<file path="config.mk">
export PLATFORM = sky130hd
export DESIGN_NAME = battery_status_line_monitor
export DESIGN_NICKNAME = d
export VERILOG_FILES = /design/src/bslm_pkg.sv /design/src/battery_status_line_monitor.sv /design/src/bslm_result_reg.sv /design/src/bslm_line_eval.sv
export VERILOG_INCLUDE_DIRS = /design/src /design/src/src
export SDC_FILE = /design/constraint.sdc
export NUM_CORES = 1
export LEC_CHECK = 0
export BUFFER_PORTS_ARGS = -buffer_cell sky130_fd_sc_hd__clkbuf_2
export CORE_UTILIZATION = 40
export DETAILED_ROUTE_END_ITERATION = 10
export GPL_ROUTABILITY_DRIVEN = 0
export GPL_TIMING_DRIVEN = 1
export HOLD_SLACK_MARGIN = 0.03
export PLACE_DENSITY_LB_ADDON = 0.15
export SYNTH_ARGS = -nofsm -noshare
export SYNTH_HDL_FRONTEND = slang
export SYNTH_SLANG_ARGS = --single-unit
</file>
<file path="constraint.sdc">
create_clock -name i_clk -period 9.1 [get_ports i_clk]
set_input_delay 0.91 -clock i_clk [delete_from_list [all_inputs] [get_ports i_clk]]
set_output_delay 0.91 -clock i_clk [all_outputs]
set_load 0.005 [all_outputs]
</file>
<file path="src/battery_status_line_monitor_assert.svh">
// ----------------------------------------------------------------------------
// Battery status line monitor: assertion macros
// Shared concurrent assertion forms used by the monitor's top-level RTL file.
// ----------------------------------------------------------------------------
`ifndef BATTERY_STATUS_LINE_MONITOR_ASSERT_SVH
`define BATTERY_STATUS_LINE_MONITOR_ASSERT_SVH

// Same-cycle implication, disabled while reset is asserted.
`define BSLM_ASSERT_NOW(label, clk, rst_n, ante, cons, msg) \
    label: assert property (@(posedge clk) disable iff (!(rst_n)) \
        (ante) |-> (cons)) else $error(msg);

// Next-cycle implication, disabled while reset is asserted.
`define BSLM_ASSERT_NEXT(label, clk, rst_n, ante, cons, msg) \
    label: assert property (@(posedge clk) disable iff (!(rst_n)) \
        (ante) |=> (cons)) else $error(msg);

`endif

</file>
<file path="src/bslm_pkg.sv">
// ----------------------------------------------------------------------------
// Battery status line monitor package
// Types, character codes, line layout and the cell and gauge checks.
// ----------------------------------------------------------------------------
package bslm_pkg;

    // Operation carried by an input word.
    typedef enum logic [1:0] {
        OP_BYTE      = 2'd0,
        OP_TIMEOUT   = 2'd1,
        OP_POWER_ACK = 2'd2,
        OP_RESERVED  = 2'd3
    } t_op;

    // Configuration register indexes.
    typedef enum logic {
        REG_CELL_LOW  = 1'b0,
        REG_GAUGE_LOW = 1'b1
    } t_reg_idx;

    // Phases of the atoi-style gauge scan.
    typedef enum logic [1:0] {
        SCAN_SPACE,
        SCAN_DIGITS,
        SCAN_DONE
    } t_scan;

    typedef struct packed {
        t_op        op;
        logic [7:0] data_byte;
        logic       power_on;
    } t_item;

    typedef struct packed {
        logic line_ok;
        logic low_battery;
        logic power_off_request;
        logic power_state_valid;
        logic computer_on;
    } t_result;

    localparam int LINE_CAPACITY_DEF = 63;
    localparam int CFG_W             = 7;
    localparam int NUM_CELLS         = 8;
    localparam int CELL_SPAN         = 3 * NUM_CELLS;
    localparam int LAST_EMPTY_POS    = 3 * (NUM_CELLS - 1);
    localparam int GAUGE_POS         = 39;
    localparam int GAUGE_LEN         = 3;
    localparam int POWER_POS         = 44;

    localparam logic [CFG_W-1:0] CELL_LOW_RST  = 7'd30;
    localparam logic [CFG_W-1:0] GAUGE_LOW_RST = 7'd10;
    localparam logic [CFG_W-1:0] CELL_MAX      = 7'd99;

    localparam logic [7:0] CHAR_NUL   = 8'd0;
    localparam logic [7:0] CHAR_TAB   = 8'd9;
    localparam logic [7:0] CHAR_CR    = 8'd13;
    localparam logic [7:0] CHAR_SPACE = 8'd32;
    localparam logic [7:0] CHAR_PLUS  = 8'd43;
    localparam logic [7:0] CHAR_MINUS = 8'd45;
    localparam logic [7:0] CHAR_ZERO  = 8'd48;
    localparam logic [7:0] CHAR_ONE   = 8'd49;
    localparam logic [7:0] CHAR_NINE  = 8'd57;
    localparam logic [7:0] CHAR_QMARK = 8'd63;
    localparam logic [7:0] CHAR_P     = 8'd80;

    // A cell reads (tens - '0') * 10 + (ones - '0') on signed characters,
    // clamped to 0..99, and is low when below the threshold.
    function automatic logic cell_is_low(input logic [7:0] tens,
                                         input logic [7:0] ones,
                                         input logic [CFG_W-1:0] thr);
        logic signed [7:0]  ts;
        logic signed [7:0]  os;
        logic signed [11:0] v;
        logic               low;
        ts = tens;
        os = ones;
        v  = (ts - 12'sd48) * 12'sd10 + (os - 12'sd48);
        if (v < 12'sd0) begin
            low = (thr != '0);
        end else if (v > 12'sd99) begin
            low = (CELL_MAX < thr);
        end else begin
            low = (v[CFG_W-1:0] < thr);
        end
        return low;
    endfunction

    // Gauge read like atoi over three characters, then compared.
    function automatic logic gauge_is_low(input logic [7:0] g0,
                                          input logic [7:0] g1,
                                          input logic [7:0] g2,
                                          input logic [CFG_W-1:0] thr);
        logic [7:0]  chars [GAUGE_LEN];
        logic [7:0]  c;
        logic [9:0]  acc;
        logic        neg;
        logic        is_digit;
        t_scan       st;
        chars[0] = g0;
        chars[1] = g1;
        chars[2] = g2;
        acc      = '0;
        neg      = 1'b0;
        st       = SCAN_SPACE;
        for (int k = 0; k < GAUGE_LEN; k++) begin
            c        = chars[k];
            is_digit = (c >= CHAR_ZERO) && (c <= CHAR_NINE);
            case (st)
                SCAN_SPACE: begin
                    if (c == CHAR_SPACE || (c >= CHAR_TAB && c <= CHAR_CR)) begin
                        st = SCAN_SPACE;
                    end else if (c == CHAR_PLUS || c == CHAR_MINUS) begin
                        neg = (c == CHAR_MINUS);
                        st  = SCAN_DIGITS;
                    end else if (is_digit) begin
                        acc = 10'(c - CHAR_ZERO);
                        st  = SCAN_DIGITS;
                    end else begin
                        st = SCAN_DONE;
                    end
                end
                SCAN_DIGITS: begin
                    if (is_digit) begin
                        acc = 10'(acc * 10'd10) + 10'(c - CHAR_ZERO);
                    end else begin
                        st = SCAN_DONE;
                    end
                end
                default: begin
                    st = SCAN_DONE;
                end
            endcase
        end
        // A negative reading is always below a threshold that is not zero.
        if (neg) begin
            return (acc != '0) || (thr != '0);
        end
        return (acc < {3'b000, thr});
    endfunction

endpackage

</file>
<file path="src/battery_status_line_monitor.sv">
// ----------------------------------------------------------------------------
// Battery status line monitor
// Watches a power controller's status lines for low cells, a low charge
// gauge and an unexpected power-off report.
// ----------------------------------------------------------------------------
// Usage:
//   Input channel (i_in_valid / o_in_stall) carries one word per cycle unless
//   stalled: a received byte, a receive timeout, or a power command acknowledge.
//   Output channel (o_out_valid / i_out_stall) returns one result word for
//   each carriage return and each timeout; other words give no result.
//   A word is held in the input register, then evaluated into the result
//   register. Throughput: one word per cycle unless the receiver stalls,
//   set by the single evaluation stage.
//   When the receiver stalls, the result register holds its word and the
//   input register takes one more word; o_in_stall then rises until the
//   result is taken.
//   Reset (synchronous, active low) clears the line, the power expectation
//   and both stages, and loads the threshold registers with their defaults.
//   Thresholds are written through i_cfg_we / i_cfg_index / i_cfg_wdata
//   while the block is idle.
// ----------------------------------------------------------------------------
module battery_status_line_monitor
    import bslm_pkg::*;
#(
    parameter int LINE_CAPACITY = LINE_CAPACITY_DEF
)
(
    input  logic             i_clk,
    input  logic             i_rst_n,
    input  logic             i_cfg_we,
    input  logic             i_cfg_index,
    input  logic [CFG_W-1:0] i_cfg_wdata,
    input  logic             i_in_valid,
    output logic             o_in_stall,
    input  logic [1:0]       i_op,
    input  logic [7:0]       i_data_byte,
    input  logic             i_power_on,
    output logic             o_out_valid,
    input  logic             i_out_stall,
    output logic             o_line_ok,
    output logic             o_low_battery,
    output logic             o_power_off_request,
    output logic             o_power_state_valid,
    output logic             o_computer_on
);

    `include "battery_status_line_monitor_assert.svh"

    logic [CFG_W-1:0] r_cell_low;
    logic [CFG_W-1:0] r_gauge_low;
    logic             r_in_valid, n_in_valid;
    t_item            r_in_item;
    logic             in_accept;
    logic             out_free;
    logic             fire;
    logic             res_valid;
    t_result          result;
    t_result          out_result;

    // Threshold registers.
    always_ff @(posedge i_clk) begin
        if (!i_rst_n) begin
            r_cell_low  <= CELL_LOW_RST;
            r_gauge_low <= GAUGE_LOW_RST;
        end else if (i_cfg_we) begin
            case (t_reg_idx'(i_cfg_index))
                REG_CELL_LOW:  r_cell_low  <= i_cfg_wdata;
                REG_GAUGE_LOW: r_gauge_low <= i_cfg_wdata;
                default:       r_cell_low  <= r_cell_low;
            endcase
        end
    end

    // Input register: a word moves on whenever the result slot is free.
    assign fire       = r_in_valid && out_free;
    assign o_in_stall = r_in_valid && !out_free;
    assign in_accept  = i_in_valid && !o_in_stall;

    always_comb begin
        n_in_valid = r_in_valid;
        if (in_accept) begin
            n_in_valid = 1'b1;
        end else if (fire) begin
            n_in_valid = 1'b0;
        end
    end

    always_ff @(posedge i_clk) begin
        if (!i_rst_n) begin
            r_in_valid <= 1'b0;
        end else begin
            r_in_valid <= n_in_valid;
        end
    end

    always_ff @(posedge i_clk) begin
        if (in_accept) begin
            r_in_item.op        <= t_op'(i_op);
            r_in_item.data_byte <= i_data_byte;
            r_in_item.power_on  <= i_power_on;
        end
    end

    // Line evaluation.
    bslm_line_eval #(
        .LINE_CAPACITY (LINE_CAPACITY)
    ) u_line_eval (
        .i_clk       (i_clk),
        .i_rst_n     (i_rst_n),
        .i_fire      (fire),
        .i_item      (r_in_item),
        .i_cell_low  (r_cell_low),
        .i_gauge_low (r_gauge_low),
        .o_res_valid (res_valid),
        .o_result    (result)
    );

    // Result register.
    bslm_result_reg u_result_reg (
        .i_clk    (i_clk),
        .i_rst_n  (i_rst_n),
        .i_load   (fire && res_valid),
        .i_result (result),
        .i_stall  (i_out_stall),
        .o_valid  (o_out_valid),
        .o_free   (out_free),
        .o_result (out_result)
    );

    assign o_line_ok           = out_result.line_ok;
    assign o_low_battery       = out_result.low_battery;
    assign o_power_off_request = out_result.power_off_request;
    assign o_power_state_valid = out_result.power_state_valid;
    assign o_computer_on       = out_result.computer_on;

    // A timeout leaving the input stage shows up as an all-zero result.
    `BSLM_ASSERT_NEXT(a_timeout_zero, i_clk, i_rst_n,
        fire && r_in_item.op == OP_TIMEOUT,
        o_out_valid && !o_line_ok && !o_low_battery && !o_power_state_valid,
        "timeout did not give an all-zero result")

    // A carriage return leaving the input stage gives a completed-line result.
    `BSLM_ASSERT_NEXT(a_cr_result, i_clk, i_rst_n,
        fire && r_in_item.op == OP_BYTE && r_in_item.data_byte == CHAR_CR,
        o_out_valid && o_line_ok,
        "carriage return did not give a line result")

    // Power flags only appear with a valid power state.
    `BSLM_ASSERT_NOW(a_power_flags, i_clk, i_rst_n,
        o_out_valid && !o_power_state_valid,
        !o_computer_on && !o_power_off_request,
        "power flags set without a valid power state")

endmodule

</file>
<file path="src/bslm_result_reg.sv">
// ----------------------------------------------------------------------------
// Battery status line monitor: result register
// Holds one result word until the receiver takes it.
// ----------------------------------------------------------------------------
module bslm_result_reg
    import bslm_pkg::*;
(
    input  logic    i_clk,
    input  logic    i_rst_n,
    input  logic    i_load,
    input  t_result i_result,
    input  logic    i_stall,
    output logic    o_valid,
    output logic    o_free,
    output t_result o_result
);

    logic    r_valid;
    logic    n_valid;
    t_result r_result;

    // The slot is free when empty or when its word leaves this cycle.
    assign o_free = !r_valid || !i_stall;

    always_comb begin
        n_valid = r_valid;
        if (i_load) begin
            n_valid = 1'b1;
        end else if (!i_stall) begin
            n_valid = 1'b0;
        end
    end

    always_ff @(posedge i_clk) begin
        if (!i_rst_n) begin
            r_valid <= 1'b0;
        end else begin
            r_valid <= n_valid;
        end
    end

    // Payload needs no reset.
    always_ff @(posedge i_clk) begin
        if (i_load) begin
            r_result <= i_result;
        end
    end

    assign o_valid  = r_valid;
    assign o_result = r_result;

endmodule

</file>
<file path="src/bslm_line_eval.sv">
// ----------------------------------------------------------------------------
// Battery status line monitor: line evaluator
// Keeps the per-line state and evaluates a line when it ends.
// ----------------------------------------------------------------------------
module bslm_line_eval
    import bslm_pkg::*;
#(
    parameter int LINE_CAPACITY = LINE_CAPACITY_DEF
)
(
    input  logic             i_clk,
    input  logic             i_rst_n,
    input  logic             i_fire,
    input  t_item            i_item,
    input  logic [CFG_W-1:0] i_cell_low,
    input  logic [CFG_W-1:0] i_gauge_low,
    output logic             o_res_valid,
    output t_result          o_result
);

    localparam int POS_W = $clog2(LINE_CAPACITY + 1);

    logic [POS_W-1:0] r_pos,   n_pos;
    logic [1:0]       r_phase, n_phase;
    logic [7:0]       r_tens,  n_tens;
    logic             r_low,   n_low;
    logic [7:0]       r_gauge [GAUGE_LEN];
    logic [7:0]       n_gauge [GAUGE_LEN];
    logic             r_marker, n_marker;
    logic [7:0]       r_digit,  n_digit;
    logic             r_exp_on, n_exp_on;

    logic             res_valid;
    t_result          result;
    logic             pwr_valid;
    logic             pwr_on;
    logic [POS_W-1:0] gauge_off;

    assign gauge_off = r_pos - POS_W'(GAUGE_POS);

    // Next state and result for the word in the input stage.
    always_comb begin
        n_pos     = r_pos;
        n_phase   = r_phase;
        n_tens    = r_tens;
        n_low     = r_low;
        n_gauge   = r_gauge;
        n_marker  = r_marker;
        n_digit   = r_digit;
        n_exp_on  = r_exp_on;
        res_valid = 1'b0;
        result    = '0;
        pwr_valid = r_marker && (r_digit == CHAR_ZERO || r_digit == CHAR_ONE);
        pwr_on    = pwr_valid && (r_digit == CHAR_ONE);

        case (i_item.op)
            OP_BYTE: begin
                if (i_item.data_byte == CHAR_NUL) begin
                    res_valid = 1'b0;
                end else if (i_item.data_byte == CHAR_CR) begin
                    // End of line: fold in cells never completed and the gauge.
                    res_valid          = 1'b1;
                    result.line_ok     = 1'b1;
                    result.low_battery = r_low;
                    if (r_pos <= POS_W'(LAST_EMPTY_POS)
                        && cell_is_low(CHAR_NUL, CHAR_NUL, i_cell_low)) begin
                        result.low_battery = 1'b1;
                    end
                    if (r_pos < POS_W'(CELL_SPAN) && r_phase == 2'd1
                        && cell_is_low(r_tens, CHAR_NUL, i_cell_low)) begin
                        result.low_battery = 1'b1;
                    end
                    if (r_gauge[0] != CHAR_QMARK
                        && gauge_is_low(r_gauge[0], r_gauge[1], r_gauge[2],
                                        i_gauge_low)) begin
                        result.low_battery = 1'b1;
                    end
                    result.power_state_valid = pwr_valid;
                    result.computer_on       = pwr_on;
                    result.power_off_request = pwr_valid && !pwr_on && r_exp_on;
                    if (pwr_valid) begin
                        n_exp_on = pwr_on;
                    end
                    n_pos    = '0;
                    n_phase  = '0;
                    n_tens   = '0;
                    n_low    = 1'b0;
                    n_gauge  = '{default: '0};
                    n_marker = 1'b0;
                    n_digit  = '0;
                end else if (r_pos < POS_W'(LINE_CAPACITY)) begin
                    // Keep the character by its position in the line.
                    if (r_pos < POS_W'(CELL_SPAN)) begin
                        if (r_phase == 2'd0) begin
                            n_tens = i_item.data_byte;
                        end else if (r_phase == 2'd1
                                     && cell_is_low(r_tens, i_item.data_byte,
                                                    i_cell_low)) begin
                            n_low = 1'b1;
                        end
                        n_phase = (r_phase == 2'd2) ? 2'd0 : r_phase + 2'd1;
                    end
                    if (r_pos >= POS_W'(GAUGE_POS)
                        && r_pos < POS_W'(GAUGE_POS + GAUGE_LEN)) begin
                        n_gauge[gauge_off[1:0]] = i_item.data_byte;
                    end
                    if (r_pos == POS_W'(POWER_POS)) begin
                        n_marker = (i_item.data_byte == CHAR_P);
                    end
                    if (r_pos == POS_W'(POWER_POS + 1)) begin
                        n_digit = i_item.data_byte;
                    end
                    n_pos = r_pos + POS_W'(1);
                end
            end
            OP_TIMEOUT: begin
                // All-zero result and a fresh line; the power expectation stays.
                res_valid = 1'b1;
                n_pos     = '0;
                n_phase   = '0;
                n_tens    = '0;
                n_low     = 1'b0;
                n_gauge   = '{default: '0};
                n_marker  = 1'b0;
                n_digit   = '0;
            end
            OP_POWER_ACK: begin
                n_exp_on = i_item.power_on;
            end
            default: begin
                res_valid = 1'b0;
            end
        endcase
    end

    // Line state advances only when a word leaves the input stage.
    always_ff @(posedge i_clk) begin
        if (!i_rst_n) begin
            r_pos    <= '0;
            r_phase  <= '0;
            r_tens   <= '0;
            r_low    <= 1'b0;
            r_gauge  <= '{default: '0};
            r_marker <= 1'b0;
            r_digit  <= '0;
            r_exp_on <= 1'b0;
        end else if (i_fire) begin
            r_pos    <= n_pos;
            r_phase  <= n_phase;
            r_tens   <= n_tens;
            r_low    <= n_low;
            r_gauge  <= n_gauge;
            r_marker <= n_marker;
            r_digit  <= n_digit;
            r_exp_on <= n_exp_on;
        end
    end

    assign o_res_valid = res_valid;
    assign o_result    = result;

endmodule

</file>
==> results of run 1 <==
-- cell type report --
cell class	instances	area, µm²
Multi-Input combinational cell	754	5517
Clock buffer	9	225.2
Timing Repair Buffer	33	172.7
Clock inverter	7	98.84
Inverter	66	247.7
Tap cell	234	292.8
Sequential cell	83	1822
Fill cell	1908	10390
-- critical path: cells and delay by family (launching register included) --
| kind | cells | cell delay (ns) |
|---|---|---|
| compound gates | 10 | 2.16 |
| flops | 1 | 0.38 |
| buf+inv | 4 | 0.43 |
| simple gates | 7 | 1.60 |
| xor+xnor | 2 | 0.30 |
| fa+ha+maj | 8 | 2.44 |
-- worst paths after layout --
kind / depth (start not counted) / slack (ns) / end
max reg2reg: 31 / 1.56 / u_result_reg.o_result[3]$_SDFFCE_PP0P_
min reg2reg: 2 / 0.47 / u_line_eval.r_digit[1]$_SDFFE_PN0P_
max: 31 / 1.56 / u_result_reg.o_result[3]$_SDFFCE_PP0P_
min: 2 / 0.47 / u_line_eval.r_digit[1]$_SDFFE_PN0P_
-- kinds of logic (layout without fill, tap and decap cells) --
logic type,after synthesis,in the layout,synth area share [%]
and+or+nand+nor,337,337,23.30
AOI/OAI and AO/OA,240,240,21.87
adders and majority gates,111,111,18.64
buffers and inverters,92,115,4.619
DFF,83,83,23.68
xor gates and xnor gates,43,43,4.895
muxes,23,23,2.992
-- metrics by stage --
stage / hold slack, ns / power, µW / utilization, % / area [µm²] / setup WS, ns
2_1_floorplan: 0.4436 / 524.2 / - / 7694 / 2.231
3_3_place_gp: 0.4546 / 567.6 / 42.90 / 8051 / 1.785
3_5_place_dp: 0.4567 / 567.8 / 42.90 / 8051 / 1.641
4_1_cts: 0.4673 / 972.9 / 44.63 / 8376 / 1.598
5_1_grt: 0.4979 / 1010 / 44.63 / 8376 / 1.029
6_report: 0.4669 / 964.4 / 44.63 / 8376 / 1.557
-- report_power, final --
group	switching [µW]	internal, µW
Clock	161	243
Combinational	93.0	68.8
Sequential	13.0	386
Total	267	698
-- cell usage in the layout, fill, tap and decap left out, types with 17 or more instances in the layout --
| cell type | instances |
|---|---|
| dfxtp_1 | 67 |
| xnor2_1 | 32 |
| nor3_1 | 17 |
| ha_1 | 105 |
| o21ai_0 | 43 |
| inv_1 | 66 |
| nor2_1 | 79 |
| clkbuf_2 | 30 |
| nor2b_1 | 36 |
| a21oi_1 | 54 |
| nand2_1 | 60 |
| mux2i_1 | 23 |
| nand3_1 | 38 |
| and2_1 | 23 |
-- sequential cells by signal, summed over array words and instances (netlist names), 5 cells and up --
register / cells
r_cell_low: 7
r_gauge_low: 7
r_in_item: 11
u_line_eval.r_digit: 8
u_line_eval.r_gauge: 24
u_line_eval.r_pos: 6
u_line_eval.r_tens: 8
u_result_reg.o_result: 5
-- per-layer routing --
layer	wire length, µm	vias up
li1	-	3423
met5	0	-
met1	9632	3099
met3	416	14
met4	188	0
met2	9492	93
==> reports/metrics.yaml, run 1 <==
status: "finished clean"
worstPathArrival_ns: 7.62
synth.area.top_cells: "dfxtp_1 17%, ha_1 17%, edfxtp_1 6.2%, nor2_1 3.9%, xnor2_1 3.6%"
first_global_vias: 6123
fin_crit_sh_pct: 82.89
path_clk_slew_ns: 0.07
maxCapViolCount: 0
rsz0062_at_grt: "false"
busiest_layer: "met2"
slew-limit-headroom_pct: 19.73
synth.avg_cell_area_um2: 8.282
clk_latency_ns: 0.35
die-area_um2: 19790
finalSetupViolCount: 0
fmax_mhz: 132.6
slew_violations: 0
io_pins: 31
worst_pin_slew_ns: 1.195
synth_ff_type: "dfxtp_1"
crit_path_top_delay_cell: "a221oi_4"
fp.dieH_um: 140.7
numCtsBuffers: 9
antenna_found_initial: 0
syn_area_um2: 7694
routedWlPerCell_um: 16.63
grt_pass1_wl_um: 32130
cts_hold_buffers: 0
leakagePower_uw: 0.003569
dp_cells: 1170
synth_edf_count: 16
synthArstFlopShare_pct: 0
hpwl_um: 16040
core_area_um2: 18770
hp-class: "reg -> reg"
dr.first_iter.drc_count: 418
use_met3_pct: 2.615
finalSetupTns_ns: 0
powerDensity_nw_per_um2: 115.1
fin_cells: 1186
syn_inst: 929
cts_tree: "done"
yosysTopAreaCell: "dfxtp_1"
cts_setup_buffers: 0
antenna_cells: 0
met2_usage_pct: 35.17
drive_gt1_share_pct: 7.458
via_per_inst: 5.589
cts_resized: 0
synth_nets: 1064
grt_start_max_net_pins: 48
clock-root-buffer: "clkbuf_16"
synthTopCellsByCount: "105 x ha_1, 79 x nor2_1, 67 x dfxtp_1, 66 x inv_1, 60 x nand2_1"
ys_ff_latch: 83
min_from: "u_line_eval.r_digit[1]$_SDFFE_PN0P_"
htree_levels: 3
crit_fanout: 14
vdd_ir_drop_max_mv: 0.07518
required_ns: 9.17
startpoint: "u_line_eval.r_gauge[20]$_SDFFE_PN0P_"
yosysMostFrequentCell: "ha_1"
antenna_left: 0
max_stage_delay_ns: 0.65
die-width_um: 140.7
grt-ovfl-total: 0
yosysWarnings: 0
finalCriticalPeriod_ns: 7.543
finalWirelength_um: 19730
cp-start-kind: "flop"
worst_path_most_repeated_cell: "ha_1"
path_class: "reg -> reg"
end_kind: "flop"
r2r-start: "u_line_eval.r_gauge[20]$_SDFFE_PN0P_"
initial_core_util_pct: 40.99
netlist.area_leader.share_pct: 17.43
grtUsageMet1_pct: 27.31
cts_sinks: 83
seq_area_frac_synth_pct: 23.68
fin_skew_ns: 0.01012
first_pass_iters: 4
area_delta_synth_final_pct: 8.863
clk_path_buf_depth: 2
drc: 0
core.rowCount: 50
grt.total_usage_pct: 20.41
synth_cell_types: 81
report.final.hold_viol_count: 0
num-nets-final: 1082
vias: 6629
port_buffers: 30
Note: power is estimated with default switching activity, not from simulation.
==> inputs of run 2 (changes only) <==
Clock period 9.1 ns to 7.8 ns, I/O delays scaled along.
==> run 2 against run 1 <==
- routed wire length increased by 0.10%
- clock power increased by 9.9%
- highest routed layer unchanged
- power rose by 14%
- largest power group is now sequential cells
==> reports/metrics.yaml, run 2 (synthesis gave the netlist of run 1 again) <==
reg2reg_slack_ns: 0.62
cts_resized: 0
path_buf_inv: 3
end_kind: "flop"
fill_cells: 1919
status: "finished clean"
finalCriticalPeriod_ns: 7.184
rsz0062_at_grt: "false"
holdWs_ns: 0.4638
regMostFlops: "u_line_eval.r_gauge"
path_class: "reg -> reg"
leakagePower_uw: 0.003576
antenna_found_initial: 0
report.final.hold_viol_count: 0
min_to: "u_line_eval.r_digit[1]$_SDFFE_PN0P_"
setup_ws_ns: 0.6162
routedWlPerCell_um: 16.60
core_area_um2: 18770
die-area_um2: 19790
timing.rr.end: "u_result_reg.o_result[3]$_SDFFCE_PP0P_"
drive_gt1_share_pct: 7.845
die-width_um: 140.7
reg_top3: "u_line_eval.r_gauge (24), r_in_item (11)"
core.rowCount: 50
antenna_left: 0
vias: 6618
fin_crit_sh_pct: 92.10
hpwl_um: 16020
hp-class: "reg -> reg"
slew-limit-headroom_pct: 30.70
fmax_mhz: 139.2
io_pins: 31
r2r-start: "u_line_eval.r_gauge[20]$_SDFFE_PN0P_"
via_per_inst: 5.561
crit_fanout: 7
maxCapViolCount: 0
cts_tree: "done"
dp_cells: 1172
grt-ovfl-total: 0
largest_reg_flops: 24
finalSetupViolCount: 0
reg2reg_depth: 30
clk_latency_ns: 0.34
area_delta_synth_final_pct: 8.977
cts_hold_buffers: 0
powerDensity_nw_per_um2: 130.8
finalWirelength_um: 19750
dr.first_iter.drc_count: 381
fp.dieH_um: 140.7
first_global_vias: 6211
grt.total_usage_pct: 20.49
cp-start-kind: "flop"
finalSetupTns_ns: 0
clock-root-buffer: "clkbuf_16"
num-nets-final: 1086
initial_core_util_pct: 40.99
required_ns: 7.87
min_from: "u_line_eval.r_digit[1]$_SDFFE_PN0P_"
grt_start_max_net_pins: 48
vdd_ir_drop_max_mv: 0.1025
crit_family: "adder cells"
grt_pass1_wl_um: 32510
path_clk_slew_ns: 0.07
holdPathStages: 2
worst_path_most_repeated_cell: "ha_1"
final_cell_mix: "105 x ha_1, 79 x nor2_1, 67 x dfxtp_1, 66 x inv_1, 60 x nand2_1"
pre_cts_slack_ns: 0.3275
numCtsBuffers: 9
slew_violations: 0
worst_pin_slew_ns: 1.030
clk_path_buf_depth: 2
fin_skew_ns: 0.008860
final_common_cell: "ha_1"
drc: 0
first_pass_iters: 7
cts_sinks: 83
port_buffers: 30
antenna_cells: 0
worstPathArrival_ns: 7.26
max_stage_delay_ns: 0.73
fin_cells: 1190
htree_levels: 3
crit_path_top_delay_cell: "nor4b_1"
## run 2: changes by cell type in the layout (fill, tap and decap cells not counted), sizes merged
cell	change
clkinv	-1
buf	+3
inv	+1
bufinv	-1
clkinvlp	+1
clkbuf	+1
## run 2: area by class of cell
class                           count  area [µm²]  share of cell area, %
Clock buffer                        9       225.2                  2.686
Inverter                           66       247.7                  2.955
Timing Repair Buffer               37       200.2                  2.388
Clock inverter                      7       80.08                 0.9551
Multi-Input combinational cell    754        5517                  65.80
Sequential cell                    83        1822                  21.73
Tap cell                          234       292.8                  3.492
## run 2: report_power, final
part	internal [µW]	switching [µW]
Combinational	80.6	108
Clock	253	190
Sequential	450	14.8
## run 2: what timing repair did
action | in CTS | in global routing
endpoints found under the setup margin | 0 | 1
hold endpoints to repair | 0 | 0
buffers inserted | 0 | 1
## run 2: through the flow
step | area, µm² | utilization (%) | total power (µW)
final | 8384 | 44.67 | 1097
after global routing | 8384 | 44.67 | 1149
after CTS | 8372 | 44.61 | 1108
after detailed placement | 8066 | 42.98 | 662.9
after global placement | 8066 | 42.98 | 661.8
after floorplan | 7694 | - | 611.6
## run 2: layer usage
layer	global-route usage (%)	share of wire, %	vias up
met1	27.71	49	3075
met5	0	0	-
li1	-	-	3449
met4	4.977	1.3	0
met3	1.902	2.2	18
met2	35.04	48	76
## run 2: worst max-delay path by stage
stage	from	endpoint	slack (ns)	cells past startpoint
final	u_line_eval.r_gauge[20]$_SDFFE_PN0P_	u_result_reg.o_result[3]$_SDFFCE_PP0P_	0.62	30
after global routing	u_line_eval.r_gauge[20]$_SDFFE_PN0P_	u_result_reg.o_result[3]$_SDFFCE_PP0P_	0.01	30
after global placement	u_line_eval.r_gauge[20]$_SDFFE_PN0P_	u_result_reg.o_result[3]$_SDFFCE_PP0P_	0.50	31
after detailed placement	u_line_eval.r_gauge[20]$_SDFFE_PN0P_	u_result_reg.o_result[3]$_SDFFCE_PP0P_	0.33	31
after floorplan	u_line_eval.r_gauge[20]$_SDFFE_PN0P_	u_result_reg.o_result[3]$_SDFFCE_PP0P_	0.93	32
after CTS	u_line_eval.r_gauge[20]$_SDFFE_PN0P_	u_result_reg.o_result[3]$_SDFFCE_PP0P_	0.29	31
## run 2: worst reg2reg max path, delay by kind of cell (launching register included)
family                   cells  cell delay (ns)
AO/OA/AOI/OAI               10             1.57
XOR/XNOR                     2             0.31
adder cells (fa/ha/maj)      8             2.36
buffers and inverters        3             0.22
flip-flops                   1             0.45
AND/OR/NAND/NOR              7             2.01
==> inputs of run 3 (changes only) <==
Settings changed: CTS_CLUSTER_DIAMETER set to 30, SYNTH_HIERARCHICAL set to 1.
==> run 3 against run 2 <==
- register-to-register slack worse by 0.06 ns
- critical path depth is 4 lower
- utilization hardly changed
- die area is 1.3% higher
- cell area is 0.57% higher
- critical endpoint is now u_result_reg/o_result[3]$_DFFE_PP_
- largest power group unchanged
==> reports/metrics.yaml, run 3 <==
status: "finished clean"
clk_path_buf_depth: 2
end_kind: "flop"
finalWirelength_um: 20450
worstPathArrival_ns: 7.34
fill_cells: 1945
grt_pass1_wl_um: 33400
path_class: "reg -> reg"
cts_resized: 0
initial_core_util_pct: 41.25
cp-start-kind: "flop"
netlist.area_leader.share_pct: 17.50
htree_levels: 3
area_delta_synth_final_pct: 8.188
grt_start_max_net_pins: 33
die-width_um: 141.6
holdPathStages: 2
largest_reg_flops: 24
synth_edf_count: 16
via_per_inst: 5.583
port_buffers: 30
crit_fanout: 12
yosysWarnings: 6
holdWs_ns: 0.4821
min_to: "u_line_eval/r_low$_SDFFE_PN0P_"
fin_skew_ns: 0.008881
synthArstFlopShare_pct: 0
min_from: "u_line_eval/r_low$_SDFFE_PN0P_"
report.final.hold_viol_count: 0
clock-root-buffer: "clkbuf_16"
power_frac_clock_pct: 38.0
reg2reg_depth: 26
seq_area_frac_synth_pct: 23.37
dp_cells: 1215
dr.first_iter.drc_count: 426
first_global_vias: 6554
numCtsBuffers: 9
vdd_ir_drop_max_mv: 0.09831
fmax_mhz: 138.1
io_pins: 31
regMostFlops: "u_line_eval/r_gauge"
placed_cell_area_um2: 8144
syn_inst: 951
p_switching_uw: 309.0
hpwl_um: 16300
required_ns: 7.90
rsz0062_at_grt: "false"
drc: 0
finalSetupTns_ns: 0
slew_violations: 0
cts_setup_buffers: 0
fin_area_um2: 8432
antenna_found_initial: 0
yosysMostFrequentCell: "ha_1"
num-nets-final: 1105
fp.dieH_um: 141.6
reg2reg_slack_ns: 0.56
sw_frac_of_total_pct: 28.05
powerDensity_nw_per_um2: 130.7
intPower_uw: 792.7
grt-ovfl-total: 0
finalSetupViolCount: 0
yosysTopAreaCell: "ha_1"
finalCriticalPeriod_ns: 7.241
synth_nets: 1090
power_frac_seq_pct: 42.2
leakagePower_uw: 0.003712
cts_sinks: 83
first_pass_iters: 5
fin_crit_sh_pct: 92.83
maxCapViolCount: 0
final_common_cell: "ha_1"
timing.rr.end: "u_result_reg/o_result[3]$_DFFE_PP_"
slew-limit-headroom_pct: 18.19
setup_ws_ns: 0.5593
cts_tree: "done"
synth_cell_types: 89
core_area_um2: 18890
core.rowCount: 50
fin_cells: 1231
synth.area.top_cells: "ha_1 17%, dfxtp_1 17%, edfxtp_1 6.2%, nor2_1 4.6%, inv_1 4.0%"
syn_area_um2: 7794
routedWlPerCell_um: 16.61
drive_gt1_share_pct: 7.724
pre_cts_slack_ns: 0.6531
ys_ff_latch: 83
cts_hold_buffers: 0
hp-class: "reg -> reg"
clk_latency_ns: 0.34
die-area_um2: 20050
antenna_cells: 0
grt.total_usage_pct: 21.00
reg_top3: "u_line_eval/r_gauge (24), r_in_item (11)"
antenna_left: 0
synth.avg_cell_area_um2: 8.195
path_clk_slew_ns: 0.07
vias: 6873
p_comb_share_pct: 19.9
final_cell_mix: "109 x ha_1, 95 x nor2_1, 83 x inv_1, 67 x nand2_1, 67 x dfxtp_1"
worst_pin_slew_ns: 1.225
synth_ff_type: "dfxtp_1"
r2r-start: "u_line_eval/r_gauge[20]$_SDFFE_PN0P_"
synthTopCellsByCount: "109 x ha_1, 95 x nor2_1, 83 x inv_1, 67 x dfxtp_1, 67 x nand2_1"
## run 3: changes by cell type after synthesis, sizes merged, moves of 9 or more
cell	delta
a21boi	-13
buf	+9
inv	+17
nand2b	-9
nand3	-16
nor2	+17
nor2b	-18
## run 3: worst max-delay path, cell delays in order (launching register included)
cell	delay, ns
dfxtp_1	0.37
inv_1	0.12
ha_1	0.16
nor4b_1	0.24
a31oi_1	0.13
o31ai_2	0.74
nor3_1	0.19
ha_1	0.36
inv_1	0.06
fa_1	0.53
inv_1	0.04
ha_1	0.37
inv_1	0.06
o311ai_0	0.62
nand3_1	0.18
a21oi_2	0.23
ha_1	0.26
ha_1	0.34
xnor2_1	0.15
ha_1	0.32
or4_1	0.53
o21ai_0	0.17
a221oi_1	0.11
a211oi_1	0.26
o21ai_0	0.15
a32oi_1	0.23
nand2_1	0.07
## run 3: cells by family after synthesis
kind of cell	Yosys count	synth area share, %
and+or+nand+nor	328	21.74
AOI/OAI and AO/OA	243	21.45
adders and majority gates	116	19.17
buffers and inverters	111	5.795
DFF	83	23.37
xor gates and xnor gates	43	5.009
muxes	27	3.468
## run 3: area by class of cell
class,count,area [µm²],share of cell area (%)
Multi-Input combinational cell,757,5520,65.47
Sequential cell,83,1822,21.61
Tap cell,260,325.3,3.858
Inverter,83,311.5,3.695
Clock buffer,12,236.5,2.805
Timing Repair Buffer,32,165.2,1.959
Clock inverter,4,51.30,0.6084
## run 3: worst max path at each step
stage	from	depth (start not counted)	slack (ns)	end
2_1_floorplan	u_line_eval/r_gauge[20]$_SDFFE_PN0P_	30	1.24	u_result_reg/o_result[3]$_DFFE_PP_
3_3_place_gp	u_line_eval/r_gauge[20]$_SDFFE_PN0P_	27	0.84	u_result_reg/o_result[3]$_DFFE_PP_
3_5_place_dp	u_line_eval/r_gauge[20]$_SDFFE_PN0P_	26	0.65	u_result_reg/o_result[3]$_DFFE_PP_
4_1_cts	u_line_eval/r_gauge[20]$_SDFFE_PN0P_	26	0.60	u_result_reg/o_result[3]$_DFFE_PP_
5_1_grt	u_line_eval/r_gauge[20]$_SDFFE_PN0P_	26	0.03	u_result_reg/o_result[3]$_DFFE_PP_
6_report	u_line_eval/r_gauge[20]$_SDFFE_PN0P_	26	0.56	u_result_reg/o_result[3]$_DFFE_PP_
## run 3: power by group through the flow
stage	Sequential [µW]	Clock, µW	Combinational (µW)
floorplan	467	0	172
global placement	474	0	219
detailed placement	474	0	220
CTS	465	428	221
global route	467	450	250
finish	465	418	219
## run 3: through the flow
stage                     total power (µW)  util (%)
after floorplan                      639.0         -
after global placement               693.0     43.11
after detailed placement             693.8     43.11
after CTS                             1113     44.63
after global routing                  1166     44.63
final                                 1102     44.63
## run 3: layer usage
metal	share of wire [%]	track usage, %	vias to the layer above
met5	0	0	-
met4	1.4	4.754	0
met3	3.0	2.734	17
met2	48	36.27	132
met1	48	27.76	3220
li1	-	-	3504
